**src/design/sfts_pkg.sv**
```systemverilog
package sfts_pkg;

    localparam int SEGMENT_BYTES = 256;
    localparam int MAX_SEGMENTS  = 768;
    localparam int SEG_SHIFT     = $clog2(SEGMENT_BYTES);
    localparam int IMAGE_LIMIT   = SEGMENT_BYTES * MAX_SEGMENTS;

    localparam int SIZE_W  = 18;
    localparam int CRC_W   = 32;
    localparam int SEQ_W   = 16;
    localparam int SEG_W   = 10;
    localparam int LEN_W   = 9;
    localparam int TICK_W  = 20;
    localparam int APB_DW  = 32;
    localparam int APB_AW  = 4;

    localparam logic [1:0] ACT_TICK = 2'd0;
    localparam logic [1:0] ACT_ACK  = 2'd1;
    localparam logic [1:0] ACT_FILE = 2'd2;

    localparam logic [1:0] FS_UNKNOWN  = 2'd0;
    localparam logic [1:0] FS_WRITING  = 2'd1;
    localparam logic [1:0] FS_FINISHED = 2'd2;

    localparam logic [1:0] SEND_NONE    = 2'd0;
    localparam logic [1:0] SEND_CLEAR   = 2'd1;
    localparam logic [1:0] SEND_START   = 2'd2;
    localparam logic [1:0] SEND_SEGMENT = 2'd3;

    localparam logic [1:0] REG_SLOT    = 2'd0;
    localparam logic [1:0] REG_TIMEOUT = 2'd1;
    localparam logic [1:0] REG_PAUSE   = 2'd2;

    localparam logic [TICK_W-1:0] SLOT_RESET    = TICK_W'(2);
    localparam logic [TICK_W-1:0] TIMEOUT_RESET = TICK_W'(4000);
    localparam logic [TICK_W-1:0] PAUSE_RESET   = TICK_W'(10 * 60 * 1000);

    typedef enum logic [2:0] {
        PH_IDLE       = 3'd0,
        PH_CLEAR      = 3'd1,
        PH_CLEAR_WAIT = 3'd2,
        PH_START      = 3'd3,
        PH_START_WAIT = 3'd4,
        PH_SEG        = 3'd5,
        PH_SEG_WAIT   = 3'd6,
        PH_PAUSE      = 3'd7
    } t_phase;

    typedef struct packed {
        logic [1:0]        action;
        logic              file_ok;
        logic [SIZE_W-1:0] file_size;
        logic [CRC_W-1:0]  checked_crc;
        logic [SEQ_W-1:0]  next_seq;
        logic              queue_ready;
        logic [SEQ_W-1:0]  ack_seq;
        logic              ack_ok;
        logic [1:0]        new_file_state;
    } t_in_item;

    typedef struct packed {
        logic [1:0]        send_kind;
        logic [SEQ_W-1:0]  send_seq;
        logic [SEG_W-1:0]  segment_number;
        logic [LEN_W-1:0]  segment_length;
        logic [SIZE_W-1:0] image_size;
        logic [CRC_W-1:0]  image_crc;
        logic [SEG_W-1:0]  segment_count;
        logic              ack_matched;
        logic              update_failed;
        logic [2:0]        phase_now;
    } t_out_item;

    typedef struct packed {
        logic [TICK_W-1:0] slot_ticks;
        logic [TICK_W-1:0] ack_timeout_ticks;
        logic [TICK_W-1:0] retry_pause_ticks;
    } t_cfg;

endpackage

```
**src/design/sfts_regs.sv**
```systemverilog
module sfts_regs import sfts_pkg::*; (
    input  logic              i_clk,
    input  logic              i_rst_n,
    input  logic              psel,
    input  logic              penable,
    input  logic              pwrite,
    input  logic [APB_AW-1:0] paddr,
    input  logic [APB_DW-1:0] pwdata,
    output logic [APB_DW-1:0] prdata,
    output logic              pready,
    output t_cfg              o_cfg
);

    t_cfg       r_cfg;
    logic [1:0] w_index;
    logic       w_write;

    assign w_index = paddr[APB_AW-1:2];
    assign w_write = psel && penable && pwrite;
    assign pready  = 1'b1;
    assign o_cfg   = r_cfg;

    always_ff @(posedge i_clk) begin
        if (!i_rst_n) begin
            r_cfg.slot_ticks        <= SLOT_RESET;
            r_cfg.ack_timeout_ticks <= TIMEOUT_RESET;
            r_cfg.retry_pause_ticks <= PAUSE_RESET;
        end else if (w_write) begin
            unique case (w_index)
                REG_SLOT:    r_cfg.slot_ticks        <= pwdata[TICK_W-1:0];
                REG_TIMEOUT: r_cfg.ack_timeout_ticks <= pwdata[TICK_W-1:0];
                REG_PAUSE:   r_cfg.retry_pause_ticks <= pwdata[TICK_W-1:0];
                default: ;
            endcase
        end
    end

    always_comb begin
        unique case (w_index)
            REG_SLOT:    prdata = APB_DW'(r_cfg.slot_ticks);
            REG_TIMEOUT: prdata = APB_DW'(r_cfg.ack_timeout_ticks);
            REG_PAUSE:   prdata = APB_DW'(r_cfg.retry_pause_ticks);
            default:     prdata = '0;
        endcase
    end

endmodule

```
**src/design/sfts_engine.sv**
```systemverilog
module sfts_engine import sfts_pkg::*; (
    input  logic      i_clk,
    input  logic      i_rst_n,
    input  logic      i_fire,
    input  t_in_item  i_item,
    input  t_cfg      i_cfg,
    output t_out_item o_result
);

    t_phase            r_phase,     n_phase;
    logic [1:0]        r_fstate,    n_fstate;
    logic [SEQ_W-1:0]  r_out_seq,   n_out_seq;
    logic              r_acked,     n_acked;
    logic [SEG_W-1:0]  r_seg_index, n_seg_index;
    logic [SEG_W-1:0]  r_seg_total, n_seg_total;
    logic [SIZE_W-1:0] r_size,      n_size;
    logic [CRC_W-1:0]  r_crc,       n_crc;
    logic [TICK_W-1:0] r_timer,     n_timer;
    logic              r_fail,      n_fail;

    logic [TICK_W-1:0] w_timer_dec;
    logic              w_expired;
    logic [SIZE_W:0]   w_rounded;
    logic              w_fits;
    logic [SIZE_W-1:0] w_seg_start;
    logic [SIZE_W-1:0] w_seg_remain;
    logic [LEN_W-1:0]  w_seg_len;
    t_out_item         w_res;

    always_ff @(posedge i_clk) begin
        if (!i_rst_n) begin
            r_phase     <= PH_IDLE;
            r_fstate    <= FS_UNKNOWN;
            r_out_seq   <= '0;
            r_acked     <= 1'b0;
            r_seg_index <= '0;
            r_seg_total <= '0;
            r_size      <= '0;
            r_crc       <= '0;
            r_timer     <= '0;
            r_fail      <= 1'b0;
        end else if (i_fire) begin
            r_phase     <= n_phase;
            r_fstate    <= n_fstate;
            r_out_seq   <= n_out_seq;
            r_acked     <= n_acked;
            r_seg_index <= n_seg_index;
            r_seg_total <= n_seg_total;
            r_size      <= n_size;
            r_crc       <= n_crc;
            r_timer     <= n_timer;
            r_fail      <= n_fail;
        end
    end

    assign w_timer_dec  = (r_timer != '0) ? r_timer - TICK_W'(1) : '0;
    assign w_expired    = (w_timer_dec == '0);
    assign w_rounded    = {1'b0, i_item.file_size} + (SIZE_W + 1)'(SEGMENT_BYTES - 1);
    assign w_fits       = ({1'b0, i_item.file_size} <= (SIZE_W + 1)'(IMAGE_LIMIT));
    assign w_seg_start  = SIZE_W'({r_seg_index, {SEG_SHIFT{1'b0}}});
    assign w_seg_remain = r_size - w_seg_start;
    assign w_seg_len    = (w_seg_remain > SIZE_W'(SEGMENT_BYTES)) ? LEN_W'(SEGMENT_BYTES)
                                                                  : w_seg_remain[LEN_W-1:0];

    always_comb begin
        n_phase     = r_phase;
        n_fstate    = r_fstate;
        n_out_seq   = r_out_seq;
        n_acked     = r_acked;
        n_seg_index = r_seg_index;
        n_seg_total = r_seg_total;
        n_size      = r_size;
        n_crc       = r_crc;
        n_timer     = r_timer;
        n_fail      = r_fail;
        w_res       = '0;

        case (i_item.action)
            ACT_TICK: begin
                n_timer = w_timer_dec;
                unique case (r_phase)
                    PH_IDLE: begin
                        if (r_fstate == FS_UNKNOWN || r_fstate == FS_FINISHED) begin
                            if (i_item.file_ok && w_fits) begin
                                n_size      = i_item.file_size;
                                n_crc       = i_item.checked_crc;
                                n_seg_total = w_rounded[SEG_SHIFT +: SEG_W];
                                n_seg_index = '0;
                                n_phase     = PH_CLEAR;
                                n_fstate    = FS_FINISHED;
                                n_timer     = i_cfg.slot_ticks;
                            end else begin
                                n_fstate = FS_WRITING;
                                n_fail   = 1'b0;
                            end
                        end
                    end
                    PH_CLEAR, PH_START: begin
                        if (w_expired) begin
                            n_acked   = 1'b0;
                            n_out_seq = i_item.next_seq;
                            n_timer   = i_cfg.ack_timeout_ticks;
                            if (i_item.queue_ready) begin
                                w_res.send_seq = i_item.next_seq;
                                if (r_phase == PH_CLEAR) begin
                                    w_res.send_kind = SEND_CLEAR;
                                    n_phase         = PH_CLEAR_WAIT;
                                end else begin
                                    w_res.send_kind     = SEND_START;
                                    w_res.image_size    = r_size;
                                    w_res.image_crc     = r_crc;
                                    w_res.segment_count = r_seg_total;
                                    n_phase             = PH_START_WAIT;
                                end
                            end
                        end
                    end
                    PH_SEG: begin
                        if (w_expired) begin
                            if (r_seg_index >= r_seg_total) begin
                                n_phase  = PH_IDLE;
                                n_fstate = FS_WRITING;
                                n_fail   = 1'b0;
                            end else begin
                                n_acked   = 1'b0;
                                n_out_seq = i_item.next_seq;
                                n_timer   = i_cfg.ack_timeout_ticks;
                                if (i_item.queue_ready) begin
                                    w_res.send_kind      = SEND_SEGMENT;
                                    w_res.send_seq       = i_item.next_seq;
                                    w_res.segment_number = r_seg_index;
                                    w_res.segment_length = w_seg_len;
                                    n_seg_index          = r_seg_index + SEG_W'(1);
                                    n_phase              = PH_SEG_WAIT;
                                end
                            end
                        end
                    end
                    PH_CLEAR_WAIT, PH_START_WAIT, PH_SEG_WAIT: begin
                        if (r_acked) begin
                            n_phase = (r_phase == PH_CLEAR_WAIT) ? PH_START : PH_SEG;
                            n_timer = i_cfg.slot_ticks;
                        end else if (w_expired) begin
                            n_phase  = PH_PAUSE;
                            n_fstate = FS_FINISHED;
                            n_fail   = 1'b1;
                            n_timer  = i_cfg.retry_pause_ticks;
                        end
                    end
                    PH_PAUSE: begin
                        if (w_expired) begin
                            n_phase  = PH_IDLE;
                            n_fstate = FS_FINISHED;
                        end
                    end
                endcase
            end
            ACT_ACK: begin
                if (i_item.ack_ok && (i_item.ack_seq == r_out_seq)) begin
                    n_acked           = 1'b1;
                    w_res.ack_matched = 1'b1;
                end
            end
            ACT_FILE: begin
                if (i_item.new_file_state != r_fstate) begin
                    n_fstate = i_item.new_file_state;
                    n_phase  = PH_IDLE;
                    n_fail   = 1'b0;
                end
            end
            default: ;
        endcase

        w_res.update_failed = n_fail;
        w_res.phase_now     = n_phase;
    end

    assign o_result = w_res;

endmodule

```
**src/design/segmented_file_transfer_sequencer_unit.sv**
```systemverilog
// Stop-and-wait image transfer sequencer. Each input item (a millisecond tick, an acknowledge
// or a file state change) yields exactly one result item that reports the frame issued, if
// any, the acknowledge match, the sticky failure flag and the phase. Items pass through an
// input register and a result register; the sequencer state is updated as an item moves to
// the result register, so one item is taken every clock unless i_out_ready stalls it. The
// three tick counts are set through the APB port at byte addresses 0, 4 and 8.
module segmented_file_transfer_sequencer_unit import sfts_pkg::*; (
    input  logic              i_clk,
    input  logic              i_rst_n,
    input  logic              i_in_valid,
    output logic              o_in_ready,
    input  t_in_item          i_in_item,
    output logic              o_out_valid,
    input  logic              i_out_ready,
    output t_out_item         o_out_item,
    input  logic              psel,
    input  logic              penable,
    input  logic              pwrite,
    input  logic [APB_AW-1:0] paddr,
    input  logic [APB_DW-1:0] pwdata,
    output logic [APB_DW-1:0] prdata,
    output logic              pready
);

    logic      r_in_valid;
    t_in_item  r_in_item;
    logic      r_out_valid;
    t_out_item r_out_item;
    logic      w_advance;
    t_cfg      w_cfg;
    t_out_item w_result;

    assign w_advance   = r_in_valid && (!r_out_valid || i_out_ready);
    assign o_in_ready  = !r_in_valid || w_advance;
    assign o_out_valid = r_out_valid;
    assign o_out_item  = r_out_item;

    always_ff @(posedge i_clk) begin
        if (!i_rst_n) begin
            r_in_valid <= 1'b0;
        end else if (o_in_ready) begin
            r_in_valid <= i_in_valid;
        end
    end

    always_ff @(posedge i_clk) begin
        if (o_in_ready && i_in_valid) begin
            r_in_item <= i_in_item;
        end
    end

    always_ff @(posedge i_clk) begin
        if (!i_rst_n) begin
            r_out_valid <= 1'b0;
        end else if (w_advance) begin
            r_out_valid <= 1'b1;
        end else if (i_out_ready) begin
            r_out_valid <= 1'b0;
        end
    end

    always_ff @(posedge i_clk) begin
        if (w_advance) begin
            r_out_item <= w_result;
        end
    end

    sfts_regs u_regs (
        .i_clk   (i_clk),
        .i_rst_n (i_rst_n),
        .psel    (psel),
        .penable (penable),
        .pwrite  (pwrite),
        .paddr   (paddr),
        .pwdata  (pwdata),
        .prdata  (prdata),
        .pready  (pready),
        .o_cfg   (w_cfg)
    );

    sfts_engine u_engine (
        .i_clk    (i_clk),
        .i_rst_n  (i_rst_n),
        .i_fire   (w_advance),
        .i_item   (r_in_item),
        .i_cfg    (w_cfg),
        .o_result (w_result)
    );

endmodule

```
**config.mk**
```make
export PLATFORM = sky130hd
export DESIGN_NAME = segmented_file_transfer_sequencer_unit
export DESIGN_NICKNAME = d
export VERILOG_FILES = /design/src/design/sfts_pkg.sv /design/src/design/sfts_regs.sv /design/src/design/sfts_engine.sv /design/src/design/segmented_file_transfer_sequencer_unit.sv
export SDC_FILE = /design/constraint.sdc
export NUM_CORES = 1
export LEC_CHECK = 0
export BUFFER_PORTS_ARGS = -buffer_cell sky130_fd_sc_hd__buf_4
export CAP_MARGIN = 15
export CELL_PAD_IN_SITES_DETAIL_PLACEMENT = 0
export CELL_PAD_IN_SITES_GLOBAL_PLACEMENT = 1
export CORE_MARGIN = 3
export CORE_UTILIZATION = 47
export DETAILED_ROUTE_END_ITERATION = 10
export PLACE_DENSITY = 0.95
export SETUP_SLACK_MARGIN = 0.05
export SYNTH_ARGS = -nofsm -noshare
export SYNTH_HDL_FRONTEND = slang
export SYNTH_SLANG_ARGS = --single-unit
```
**constraint.sdc**
```tcl
create_clock -name i_clk -period 17.5 [get_ports i_clk]
set_input_delay 0.875 -clock i_clk [delete_from_list [all_inputs] [get_ports i_clk]]
set_output_delay 0.875 -clock i_clk [all_outputs]
set_load 0.005 [all_outputs]
```
# Yosys cells after proc, flatten, opt, wreduce, memory -nomap -nowiden
# Cells that the tools add are included.
# W data, S select, Z words.
# classes
muxes	70
n_reduce_logical	36
addsub	4
eq_ne	30
bitwise_logic	5
n_lt_le_gt_ge	3
# ops
cell	n
$mux W20	8
$mux W37	3
$pmux W20 S4	1
$pmux W20 S3	1
$mux W10	5
$mux W16	3
$mux W3	13
$mux W18	2
$pmux W18 S2	1
$pmux W16 S2	1
$logic_not A20 Y1	1
$pmux W10 S2	1
$reduce_bool A20 Y1	1
$sub A20 B1 Y20 const B	1
$add A18 B8 Y18 const B	1
$gt A18 B9 Y1 const B	1
$le A18 B18 Y1 const B	1
$sub A18 B18 Y18	1
$eq A16 B16 Y1	1
$mux W2	8
$reduce_and A8 Y1	2
$pmux W3 S5	1
$mux W1	14
$eq A3 B3 Y1 const B	4
33 further kinds	72
# totals
ff_bits	366
inputBits	132
out_inout_bits	137
elab_cells	183

# Longest topological paths before layout
# Gate-level depths: netlist (run 1).
# depth
word_depth	7
ltp_mapped	12
ltp_nobuf	11

# Modules after synthesis
# Synthesis (run 1) repeated with hierarchy kept, for this count alone.
# unflattened
hier_cells	1581
area_unflattened_um2	16473.3
# modules_own_cells
mod	seq_area_each_um2	cells_per_inst	n_inst	area_per_inst_um2
sfts_engine	2262.2	1060	1	7795.0
segmented_file_transfer_sequencer_unit	5775.5	200	1	5839.4
sfts_regs	1201.2	321	1	2839.0

# Worst setup path after synthesis (run 1)
# OpenSTA, ideal clock, no wires.
# synth_path
kind	input -> register
start	input port i_out_ready
end	register u_engine.r_crc[31]
path_buffers	3
required_time_ns	17.430
setup_time_ns	0.070
arrival_ns	6.076
cell_stages	9
slack_ns	11.354
path_cell_list	nor2b_1 nor2b_1 clkbuf_1 nand2_1 nor4_1 clkbuf_1 buf_1 nand2_1 a21oi_1
# synth_via
elab_chain_len	3
# synth_rtl
item	line_no	rtl
start: declaration	segmented_file_transfer_sequencer_unit.sv:14	input logic i_out_ready,
$logic_or A1 B1 Y1	segmented_file_transfer_sequencer_unit.sv:33	assign w_advance = r_in_valid && (!r_out_valid || i_out_ready);
$logic_and A1 B1 Y1	segmented_file_transfer_sequencer_unit.sv:33	
via u_engine.i_fire	sfts_engine.sv:4	input logic i_fire,
$reduce_and A5 Y1 (no source line)	--	
end signal: assignment	sfts_engine.sv:50	r_crc <= n_crc;
end: declaration	sfts_engine.sv:17	logic [CRC_W-1:0] r_crc, n_crc;
# The timed path passes the listed nets, and every way through them passes these cells.
# A chain may end at the register's enable or synchronous reset.

# Worst setup path in the final report (run 1)
# layout_path
start	register u_engine.r_timer[0]
end	register u_engine.r_timer[3]
# layout_via
elab_chain_len	6
word_cells_on_any_way	12
classes_between	1 x add/sub; 9 x mux; 2 x reduce/logical
# layout_rtl
item	line_no	rtl
start: declaration	sfts_engine.sv:18	logic [TICK_W-1:0] r_timer, n_timer;
start signal: assignment	sfts_engine.sv:51	r_timer <= n_timer;
$sub A20 B1 Y20 / $reduce_bool A20 Y1 (equally long branches)	sfts_engine.sv:56	assign w_timer_dec = (r_timer != '0) ? r_timer - TICK_W'(1) : '0;
$mux W20 *	sfts_engine.sv:56	
$logic_not A20 Y1	sfts_engine.sv:57	assign w_expired = (w_timer_dec == '0);
$mux W20	sfts_engine.sv:143	end else if (w_expired) begin
$mux W20	sfts_engine.sv:140	if (r_acked) begin
$pmux W20 S4 *	sfts_engine.sv:81	unique case (r_phase)
# Mark *: on every way between the ends. The rest lies on a longest branch, timed or not.

==> impl_results.html, run 1 <==
<table>
<tr><th>Metric</th><th>Value</th></tr>
<tr><th colspan="2">Outcome</th></tr>
<tr><td>Run status</td><td>finished clean</td></tr>
<tr><th colspan="2">Global routing</th></tr>
<tr><td>Antenna violations before repair</td><td>1</td></tr>
<tr><td>Number of global-route vias before repair</td><td>around 12000</td></tr>
<tr><td>Global-route total usage across every layer</td><td>22.7%</td></tr>
<tr><td>Congestion Overflow GR</td><td>0</td></tr>
<tr><td>First-pass GRT wire length</td><td>65600 µm</td></tr>
<tr><td>Largest net degree at the start of global routing</td><td>73</td></tr>
<tr><th colspan="2">Synthesis</th></tr>
<tr><td>Number of flip-flops and latches in the synthesized netlist</td><td>366</td></tr>
<tr><td>Distinct cell type count after synthesis</td><td>81</td></tr>
<tr><td>Post-Syn Instances</td><td>1586</td></tr>
<tr><td>Post-synth top flop</td><td>edfxtp_1</td></tr>
<tr><td>Mean instance size in the synthesized netlist</td><td>10.1 µm²</td></tr>
<tr><td>Post-synth ARST share</td><td>0%</td></tr>
<tr><td>Count of synthesis-stage warnings from yosys</td><td>0</td></tr>
<tr><td>Sequential share of the synthesized area</td><td>between 50% and 60%</td></tr>
<tr><td>Number of flops mapped to enable cells by yosys</td><td>between 150 and 200</td></tr>
<tr><td>Synthesized cell area</td><td>about 16000 µm²</td></tr>
<tr><th colspan="2">Cells and area</th></tr>
<tr><td>Layout Cells excl Fill</td><td>2267</td></tr>
<tr><td>Final core utilization</td><td>between 50% and 60%</td></tr>
<tr><td>Synthesis-to-finish area growth</td><td>21.3%</td></tr>
<tr><td>Proportion of layout cells with a drive suffix above 1</td><td>between 10% and 20%</td></tr>
<tr><td>Combined flip-flop and latch cell area</td><td>9240 µm²</td></tr>
<tr><td>Final instance area</td><td>approximately 20000 µm²</td></tr>
<tr><td>Area used by multi-input combinational logic</td><td>6350 µm²</td></tr>
<tr><td>Commonest cells after routing, fill and taps aside</td><td>nand2_1 (325), buf_4 (257), edfxtp_1 (191)</td></tr>
<tr><td>Net total in the final layout</td><td>1944</td></tr>
<tr><td>Fill cell instance count of the final layout</td><td>around 2800</td></tr>
<tr><td>Most frequent standard cell in the layout excluding fill and tap cells</td><td>nand2_1</td></tr>
<tr><th colspan="2">Setup path</th></tr>
<tr><td>Startpoint of the most critical setup path</td><td>u_engine.r_timer[0]</td></tr>
<tr><td>Critical Path End Type</td><td>register</td></tr>
<tr><td>Buffering stage count on the worst path with inverters included</td><td>1</td></tr>
<tr><td>WP data required</td><td>17.93 ns</td></tr>
<tr><td>Crit path arrival time</td><td>4.75 ns</td></tr>
<tr><td>Critical setup path kind</td><td>register to register</td></tr>
<tr><td>Delay-heaviest family, CP</td><td>compound AO/OA/AOI/OAI gates</td></tr>
<tr><td>Maximum cell stage delay along the critical path</td><td>0.91 ns</td></tr>
<tr><td>Startpoint class of the critical path</td><td>register</td></tr>
<tr><td>Cell-by-cell trace of the critical path</td><td>inv_1 &gt; ha_1 &gt; nor3b_1 &gt; nand4_1 &gt; xnor2_1 &gt; o22a_1 &gt; a211oi_1 &gt; a211oi_2 &gt; a221oi_1 &gt; o22ai_1</td></tr>
<tr><td>Start of the worst register-to-register path</td><td>u_engine.r_timer[0]</td></tr>
<tr><td>Largest fanout on the critical path</td><td>15</td></tr>
<tr><td>Critical path's slowest cell</td><td>a211oi_2</td></tr>
<tr><th colspan="2">Routing</th></tr>
<tr><td>Number of vias in the routed layout</td><td>~13000</td></tr>
<tr><td>DRC violation total after the first TritonRoute iteration</td><td>1076</td></tr>
<tr><td>Post-detailed-routing wire length</td><td>42500 µm</td></tr>
<tr><td>Wirelength per Cell</td><td>18.7 µm</td></tr>
<tr><td>DRC Markers</td><td>0</td></tr>
<tr><td>Final ANT Viol Nets</td><td>0</td></tr>
<tr><td>Number of detailed-route iterations in the first pass</td><td>6</td></tr>
<tr><td>Vias per Instance</td><td>5.56</td></tr>
<tr><th colspan="2">Floorplan</th></tr>
<tr><td>Core Region</td><td>33600 µm²</td></tr>
<tr><td>Number of cell rows</td><td>between 60 and 70</td></tr>
<tr><td>Num ports</td><td>269</td></tr>
<tr><td>Die height</td><td>roughly 190 µm</td></tr>
<tr><td>Horiz. Die Dim</td><td>between 150 and 200 µm</td></tr>
<tr><td>Die Outline Area</td><td>about 36000 µm²</td></tr>
<tr><td>Starting density of the core</td><td>47.8%</td></tr>
<tr><th colspan="2">Clock tree</th></tr>
<tr><td>Total CTS buffers</td><td>38</td></tr>
<tr><td>Buffers inserted by post-CTS timing repair</td><td>0</td></tr>
<tr><td>Clock tree from TritonCTS</td><td>yes</td></tr>
<tr><td>Post-cts hold buffer count</td><td>0</td></tr>
<tr><td>Root buf cell</td><td>clkbuf_16</td></tr>
<tr><td>H-tree levels</td><td>2</td></tr>
<tr><td>Clk pin slew, worst setup/hold paths</td><td>0.06 ns</td></tr>
<tr><td>Clock net sink count</td><td>366</td></tr>
<tr><td>Latest clock arrival within the worst-skew pair</td><td>0.53 ns</td></tr>
<tr><td>CTS resizes</td><td>0</td></tr>
<tr><td>Buffer depth of the longest clock path</td><td>3</td></tr>
<tr><th colspan="2">Hold path</th></tr>
<tr><td>Class of the tightest hold or removal check</td><td>register to register</td></tr>
<tr><td>Start point of the worst min-delay path</td><td>u_engine.r_crc[28]</td></tr>
<tr><th colspan="2">Power and ir drop</th></tr>
<tr><td>Power per Cell Area</td><td>100 nW/µm²</td></tr>
<tr><td>Maximum vdd drop</td><td>74.6 µV</td></tr>
<tr><td>Leakage</td><td>0.00725 µW</td></tr>
<tr><th colspan="2">Place</th></tr>
<tr><td>Inst Count DP</td><td>2197</td></tr>
<tr><td>Instance area after placement</td><td>18200 µm²</td></tr>
<tr><td>RD Place Congestion</td><td>0.911</td></tr>
<tr><td>Detailed Place HPWL</td><td>28700 µm</td></tr>
<tr><td>Number of buffer cells added on primary ports</td><td>241</td></tr>
<tr><th colspan="2">STA</th></tr>
<tr><td>WHS</td><td>0.445 ns</td></tr>
<tr><td>Setup TNS Final</td><td>0 ns</td></tr>
<tr><td>Worst-case clock skew</td><td>0.0286 ns</td></tr>
<tr><td>Highest attainable clock frequency</td><td>232 MHz</td></tr>
<tr><td>Worst slew pin tran</td><td>1.24 ns</td></tr>
<tr><td>Max_slew headroom</td><td>17.1%</td></tr>
<tr><td>Unrepaired setup endpoints after global routing</td><td>false</td></tr>
<tr><td>Count of pins over their slew limit</td><td>0</td></tr>
<tr><td>Hold violation count in the final report</td><td>0</td></tr>
<tr><td>Period utilisation layout</td><td>24.7%</td></tr>
<tr><td>Final setup violation count</td><td>0</td></tr>
<tr><td>Final critical-path required period</td><td>4.32 ns</td></tr>
<tr><th colspan="2">Run</th></tr>
<tr><td>Max-cap check violation count</td><td>0</td></tr>
</table>
state kept, by name, indices dropped and copies added (netlist names):
signal and flops:
u_engine.r_seg_total 10, u_engine.r_out_seq 16, u_engine.r_crc 32, u_engine.r_size 18
u_engine.r_acked 1, u_engine.r_timer 20, u_engine.r_seg_index 10, o_out_item 102
r_in_valid 1, u_engine.r_fail 1, o_out_valid 1, u_regs.o_cfg 60
u_engine.r_phase 3, r_in_item 89, u_engine.r_fstate 2
tightest hold or removal path, cell delays in order, from the launching register on:
cell and delay [ns]:
dfxtp_1 0.30, nand2_1 0.05, a21oi_1 0.05
metal layers:
layer	track usage (%)	vias up	share of wire, %
met5	0	-	0
met1	30.9	5950	42
met2	37.1	563	47
li1	-	6017	-
met4	7.79	0	3.2
met3	3.73	79	8.2
through the flow:
stage / total power, µW / setup WS (ns)
2_1_floorplan: 1070 / 11.35
5_1_grt: 2010 / 12.86
3_3_place_gp: 1160 / 13.33
4_1_cts: 1960 / 13.29
6_report: 1950 / 13.18
3_5_place_dp: 1160 / 13.31
where the power goes:
group / total [µW] / switching (µW) / leakage, µW / internal, µW
registers: 948 / 16.6 / 0.00324 / 931
logic: 196 / 123 / 0.00340 / 73.3
clock network: 808 / 327 / 0.000614 / 481
cell type report:
| class | count | share of cell area [%] |
|---|---|---|
| diodes | 1 | 0.0128 |
| clock buffers | 59 | 5.86 |
| clock inverters | 10 | 0.629 |
| inverters | 34 | 0.668 |
| multi-input cells | 1092 | 32.6 |
| flip-flops and latches | 366 | 47.4 |
| well taps | 448 | 2.88 |
| repair buffers | 257 | 9.90 |
final timing paths:
check	end	slack (ns)	depth (start not counted)
setup / recovery	u_engine.r_timer[3]	13.18	10
hold / removal	u_engine.r_crc[28]	0.45	2
setup reg to reg	u_engine.r_timer[3]	13.18	10
hold reg to reg	u_engine.r_crc[28]	0.45	2
synth_stat cells, types with 8 or more instances:
cell      number  area [µm²]
o21ai_0       62         310
a221oi_1      14         123
and2_1        90         563
nor3_1        31         155
a211oi_1       9        67.6
buf_4         13        97.6
nand3_1       34         170
xnor2_1       23         201
a22oi_1        8        60.1
clkbuf_1      84         315
nor4_1        18         113
nor2_1        66         248
edfxtp_1     191        5740
a21oi_1      154         771
inv_1         34         128
dfxtp_1      175        3500
ha_1          22         275
mux2i_1       44         440
or3_1         10        62.6
xor2_1        21         184
nand4_1       10        62.6
a31oi_1       14        87.6
nand2_1      325        1220
cell families after synthesis:
group	share of synthesized area [%]
and+or+nand+nor	19.1
DFF	57.5
AOI/OAI and AO/OA	12.7
buffers and inverters	3.63
muxes	2.81
xor gates and xnor gates	2.40
adders and majority gates	1.84
other	0.0468
(Power assumes the default switching activity.)
==> inputs of run 2 (changes only) <==
--- a/config.mk
+++ b/config.mk
@@ -10,9 +10,9 @@
 export CELL_PAD_IN_SITES_DETAIL_PLACEMENT = 0
 export CELL_PAD_IN_SITES_GLOBAL_PLACEMENT = 1
 export CORE_MARGIN = 3
-export CORE_UTILIZATION = 47
+export CORE_UTILIZATION = 44
 export DETAILED_ROUTE_END_ITERATION = 10
-export PLACE_DENSITY = 0.95
+export PLACE_DENSITY = 0.9
 export SETUP_SLACK_MARGIN = 0.05
 export SYNTH_ARGS = -nofsm -noshare
 export SYNTH_HDL_FRONTEND = slang
==> constraint.sdc (replaced) <==
create_clock -name i_clk -period 4.2 [get_ports i_clk]
set_input_delay 0.21 -clock i_clk [delete_from_list [all_inputs] [get_ports i_clk]]
set_output_delay 0.21 -clock i_clk [all_outputs]
set_load 0.005 [all_outputs]
==> run 2 against run 1 <==
Effect of this change:
- worst setup slack worse by 12 ns
- via count is 4.1% higher
- sequential cell count stayed put
- non-clock buffer count is 128 higher
- global-route usage is 0.14 points lower
- maximum frequency is 23% higher
- die area is 6.6% higher
- clock power grew to 4.4 times the previous value
- critical path type unchanged
- cell count is 6.4% higher
- core utilization is 0.34 points higher
- worst hold slack worse by 0.32 ns
- largest cell class unchanged
- largest power group unchanged
==> impl_results.html, run 2 (synthesis gave the netlist of run 1 again) <==
<table>
<tr><th>Metric</th><th>Value</th></tr>
<tr><th colspan="2">Outcome</th></tr>
<tr><td>Run status</td><td>finished clean</td></tr>
<tr><th colspan="2">Global routing</th></tr>
<tr><td>First-pass GRT wire length</td><td>69900 µm (+6.6%)</td></tr>
<tr><td>Congestion Overflow GR</td><td>0 (unchanged)</td></tr>
<tr><td>Antenna violations before repair</td><td>0 (-1)</td></tr>
<tr><td>Global-route total usage across every layer</td><td>22.6% (-0.14 points)</td></tr>
<tr><td>Largest net degree at the start of global routing</td><td>98 (+34%)</td></tr>
<tr><td>Number of global-route vias before repair</td><td>13000 (+9.8%)</td></tr>
<tr><th colspan="2">Clock tree</th></tr>
<tr><td>Post-cts hold buffer count</td><td>111 (+111)</td></tr>
<tr><td>Buffers inserted by post-CTS timing repair</td><td>0 (unchanged)</td></tr>
<tr><td>Root buf cell</td><td>clkbuf_16</td></tr>
<tr><td>H-tree levels</td><td>2 (unchanged)</td></tr>
<tr><td>CTS resizes</td><td>0 (unchanged)</td></tr>
<tr><td>Clk pin slew, worst setup/hold paths</td><td>0.06 ns (about the same)</td></tr>
<tr><td>Clock tree from TritonCTS</td><td>yes</td></tr>
<tr><td>Total CTS buffers</td><td>40 (+5.3%)</td></tr>
<tr><td>Latest clock arrival within the worst-skew pair</td><td>0.57 ns (+0.04 ns)</td></tr>
<tr><td>Buffer depth of the longest clock path</td><td>3 (unchanged)</td></tr>
<tr><td>Clock net sink count</td><td>366 (unchanged)</td></tr>
<tr><th colspan="2">Setup path</th></tr>
<tr><td>End of the critical path</td><td>o_out_item[15]</td></tr>
<tr><td>Critical path's slowest cell</td><td>or3b_2</td></tr>
<tr><td>Cell-by-cell trace of the critical path</td><td>inv_1 &gt; ha_1 &gt; or3b_2 &gt; nor2_1 &gt; a22oi_1 &gt; nor3_2 &gt; a41o_1 &gt; nand2_1 &gt; nor4_4 &gt; buf_12 &gt; and2_1</td></tr>
<tr><td>Crit path arrival time</td><td>3.92 ns (-0.83 ns)</td></tr>
<tr><td>WP data required</td><td>4.62 ns (-13.31 ns)</td></tr>
<tr><td>Startpoint class of the critical path</td><td>register</td></tr>
<tr><td>Start of the worst register-to-register path</td><td>u_engine.r_timer[0]</td></tr>
<tr><td>Length in cells of the worst reg-to-reg path</td><td>11 (+1)</td></tr>
<tr><td>Startpoint of the most critical setup path</td><td>u_engine.r_timer[0]</td></tr>
<tr><td>Internal reg-to-reg setup slack</td><td>0.70 ns (-12.48 ns)</td></tr>
<tr><td>Maximum cell stage delay along the critical path</td><td>0.53 ns (-0.38 ns)</td></tr>
<tr><td>Endpoint of the worst register-to-register path</td><td>o_out_item[15]</td></tr>
<tr><td>Critical Path End Type</td><td>register</td></tr>
<tr><td>Largest fanout on the critical path</td><td>60 (+45)</td></tr>
<tr><td>Critical setup path kind</td><td>register to register</td></tr>
<tr><th colspan="2">Floorplan</th></tr>
<tr><td>Die height</td><td>197 µm (+3.2%)</td></tr>
<tr><td>Num ports</td><td>269 (unchanged)</td></tr>
<tr><td>Horiz. Die Dim</td><td>197 µm (+3.2%)</td></tr>
<tr><td>Starting density of the core</td><td>44.9% (-2.8 points)</td></tr>
<tr><td>Die Outline Area</td><td>38800 µm² (+6.6%)</td></tr>
<tr><td>Core Region</td><td>35700 µm² (+6.3%)</td></tr>
<tr><td>Number of cell rows</td><td>69 (+3.0%)</td></tr>
<tr><th colspan="2">Run</th></tr>
<tr><td>Max-cap check violation count</td><td>0 (unchanged)</td></tr>
<tr><th colspan="2">Routing</th></tr>
<tr><td>Number of vias in the routed layout</td><td>13100 (+4.1%)</td></tr>
<tr><td>Final ANT Viol Nets</td><td>0 (unchanged)</td></tr>
<tr><td>Wirelength per Cell</td><td>18.8 µm (+0.19%)</td></tr>
<tr><td>DRC Markers</td><td>0 (unchanged)</td></tr>
<tr><td>Number of detailed-route iterations in the first pass</td><td>5 (-1)</td></tr>
<tr><td>DRC violation total after the first TritonRoute iteration</td><td>992 (-7.8%)</td></tr>
<tr><td>Post-detailed-routing wire length</td><td>45300 µm (+6.6%)</td></tr>
<tr><td>Vias per Instance</td><td>5.44 (-2.2%)</td></tr>
<tr><th colspan="2">Power and ir drop</th></tr>
<tr><td>Maximum vdd drop</td><td>401 µV (+440%)</td></tr>
<tr><td>Power per Cell Area</td><td>406 nW/µm² (+310%)</td></tr>
<tr><td>Leakage</td><td>0.00786 µW (+8.4%)</td></tr>
<tr><th colspan="2">STA</th></tr>
<tr><td>Highest attainable clock frequency</td><td>286 MHz (+23%)</td></tr>
<tr><td>Unrepaired setup endpoints after global routing</td><td>false</td></tr>
<tr><td>Setup TNS Final</td><td>0 ns (unchanged)</td></tr>
<tr><td>Max_slew headroom</td><td>24.2% (+7.1 points)</td></tr>
<tr><td>Final setup violation count</td><td>0 (unchanged)</td></tr>
<tr><td>Count of pins over their slew limit</td><td>0 (unchanged)</td></tr>
<tr><td>Worst-case clock skew</td><td>0.0315 ns (+0.00288 ns)</td></tr>
<tr><td>Worst slew pin tran</td><td>1.14 ns (-0.102 ns)</td></tr>
<tr><td>Hold violation count in the final report</td><td>0 (unchanged)</td></tr>
<tr><td>Final critical-path required period</td><td>3.50 ns (-0.821 ns)</td></tr>
<tr><td>Period utilisation layout</td><td>83.3% (+59 points)</td></tr>
<tr><th colspan="2">Cells and area</th></tr>
<tr><td>Net total in the final layout</td><td>2074 (+6.7%)</td></tr>
<tr><td>Most frequent standard cell in the layout excluding fill and tap cells</td><td>nand2_1</td></tr>
<tr><td>Number of flip-flops in the largest register</td><td>102 (unchanged)</td></tr>
<tr><td>Synthesis-to-finish area growth</td><td>29.7%</td></tr>
<tr><td>Diode insertion count for antenna repair</td><td>0 (-1)</td></tr>
<tr><td>Commonest cells after routing, fill and taps aside</td><td>nand2_1 (325), buf_4 (271), edfxtp_1 (191)</td></tr>
<tr><td>Proportion of layout cells with a drive suffix above 1</td><td>18.6% (-0.48 points)</td></tr>
<tr><td>Area used by multi-input combinational logic</td><td>6320 µm² (-0.47%)</td></tr>
<tr><td>Fill cell instance count of the final layout</td><td>2988 (+6.1%)</td></tr>
<tr><td>Combined flip-flop and latch cell area</td><td>9240 µm² (unchanged)</td></tr>
<tr><td>Layout Cells excl Fill</td><td>2412 (+6.4%)</td></tr>
<tr><th colspan="2">Place</th></tr>
<tr><td>RD Place Congestion</td><td>0.926 (+1.7%)</td></tr>
<tr><td>Detailed Place HPWL</td><td>29300 µm (+2.3%)</td></tr>
<tr><td>Number of buffer cells added on primary ports</td><td>241 (unchanged)</td></tr>
<tr><td>Inst Count DP</td><td>2226 (+1.3%)</td></tr>
<tr><th colspan="2">Hold path</th></tr>
<tr><td>Class of the tightest hold or removal check</td><td>input port to register</td></tr>
</table>
run 2: cell types whose count changed in the layout (fill, tap and decap cells not counted), moves of 2 or more:
| cell | delta |
|---|---|
| buf_4 | +14 |
| buf_12 | +2 |
| clkbuf_1 | +2 |
| clkinvlp_4 | -2 |
| clkbuf_16 | +2 |
| nor3_2 | +3 |
| dlygate4sd3_1 | +111 |
| nor3_4 | -3 |
run 2: layout make-up:
cell class	instances	share of cell area (%)
Timing Repair Buffer	385	15.4
Inverter	34	0.625
Tap cell	461	2.77
Multi-Input combinational cell	1092	30.4
Sequential cell	366	44.3
Clock buffer	62	5.69
Clock inverter	12	0.859
run 2: power by group:
group / switching, µW / internal, µW / total, µW
Sequential: 71.0 / 3880 / 3950
Combinational: 528 / 388 / 917
Clock: 1440 / 2150 / 3590
Total: 2040 / 6420 / 8460
run 2: worst max-delay path, delay by kind of cell, from the launching register on:
family	cells	cell delay, ns
simple gates	6	1.80
buf+inv	2	0.37
flops	1	0.39
compound gates	2	0.53
fa+ha+maj	1	0.23
run 2: worst min-delay path by stage:
stage,start,end,slack (ns),cells past startpoint
2_1_floorplan,i_in_item[0],r_in_item[0],0.31,0
3_3_place_gp,i_in_item[57],r_in_item[57],0.39,1
3_5_place_dp,i_in_item[49],r_in_item[49],0.39,1
4_1_cts,i_rst_n,u_regs.o_cfg[30],0.08,2
5_1_grt,i_rst_n,u_regs.o_cfg[27],0.13,2
6_report,i_rst_n,u_regs.o_cfg[16],0.13,2
run 2: metal layers:
metal	vias up	track usage (%)	share of wire, %
met4	0	7.58	2.9
met3	90	4.52	6.9
met5	-	0	0
met1	6246	30.0	42
met2	523	37.2	49
li1	6266	-	-
run 2: stage by stage:
| step | util, % | hold slack (ns) | area [µm²] | worst slack (ns) | total power [µW] |
|---|---|---|---|---|---|
| floorplan | - | 0.309 | 16100 | 0.386 | 4470 |
| global placement | 51.3 | 0.388 | 18300 | 0.857 | 4830 |
| detailed placement | 51.3 | 0.389 | 18300 | 0.778 | 4840 |
| CTS | 58.3 | 0.0809 | 20800 | 0.746 | 8500 |
| global route | 58.3 | 0.127 | 20800 | 0.391 | 8740 |
| finish | 58.3 | 0.127 | 20800 | 0.702 | 8460 |
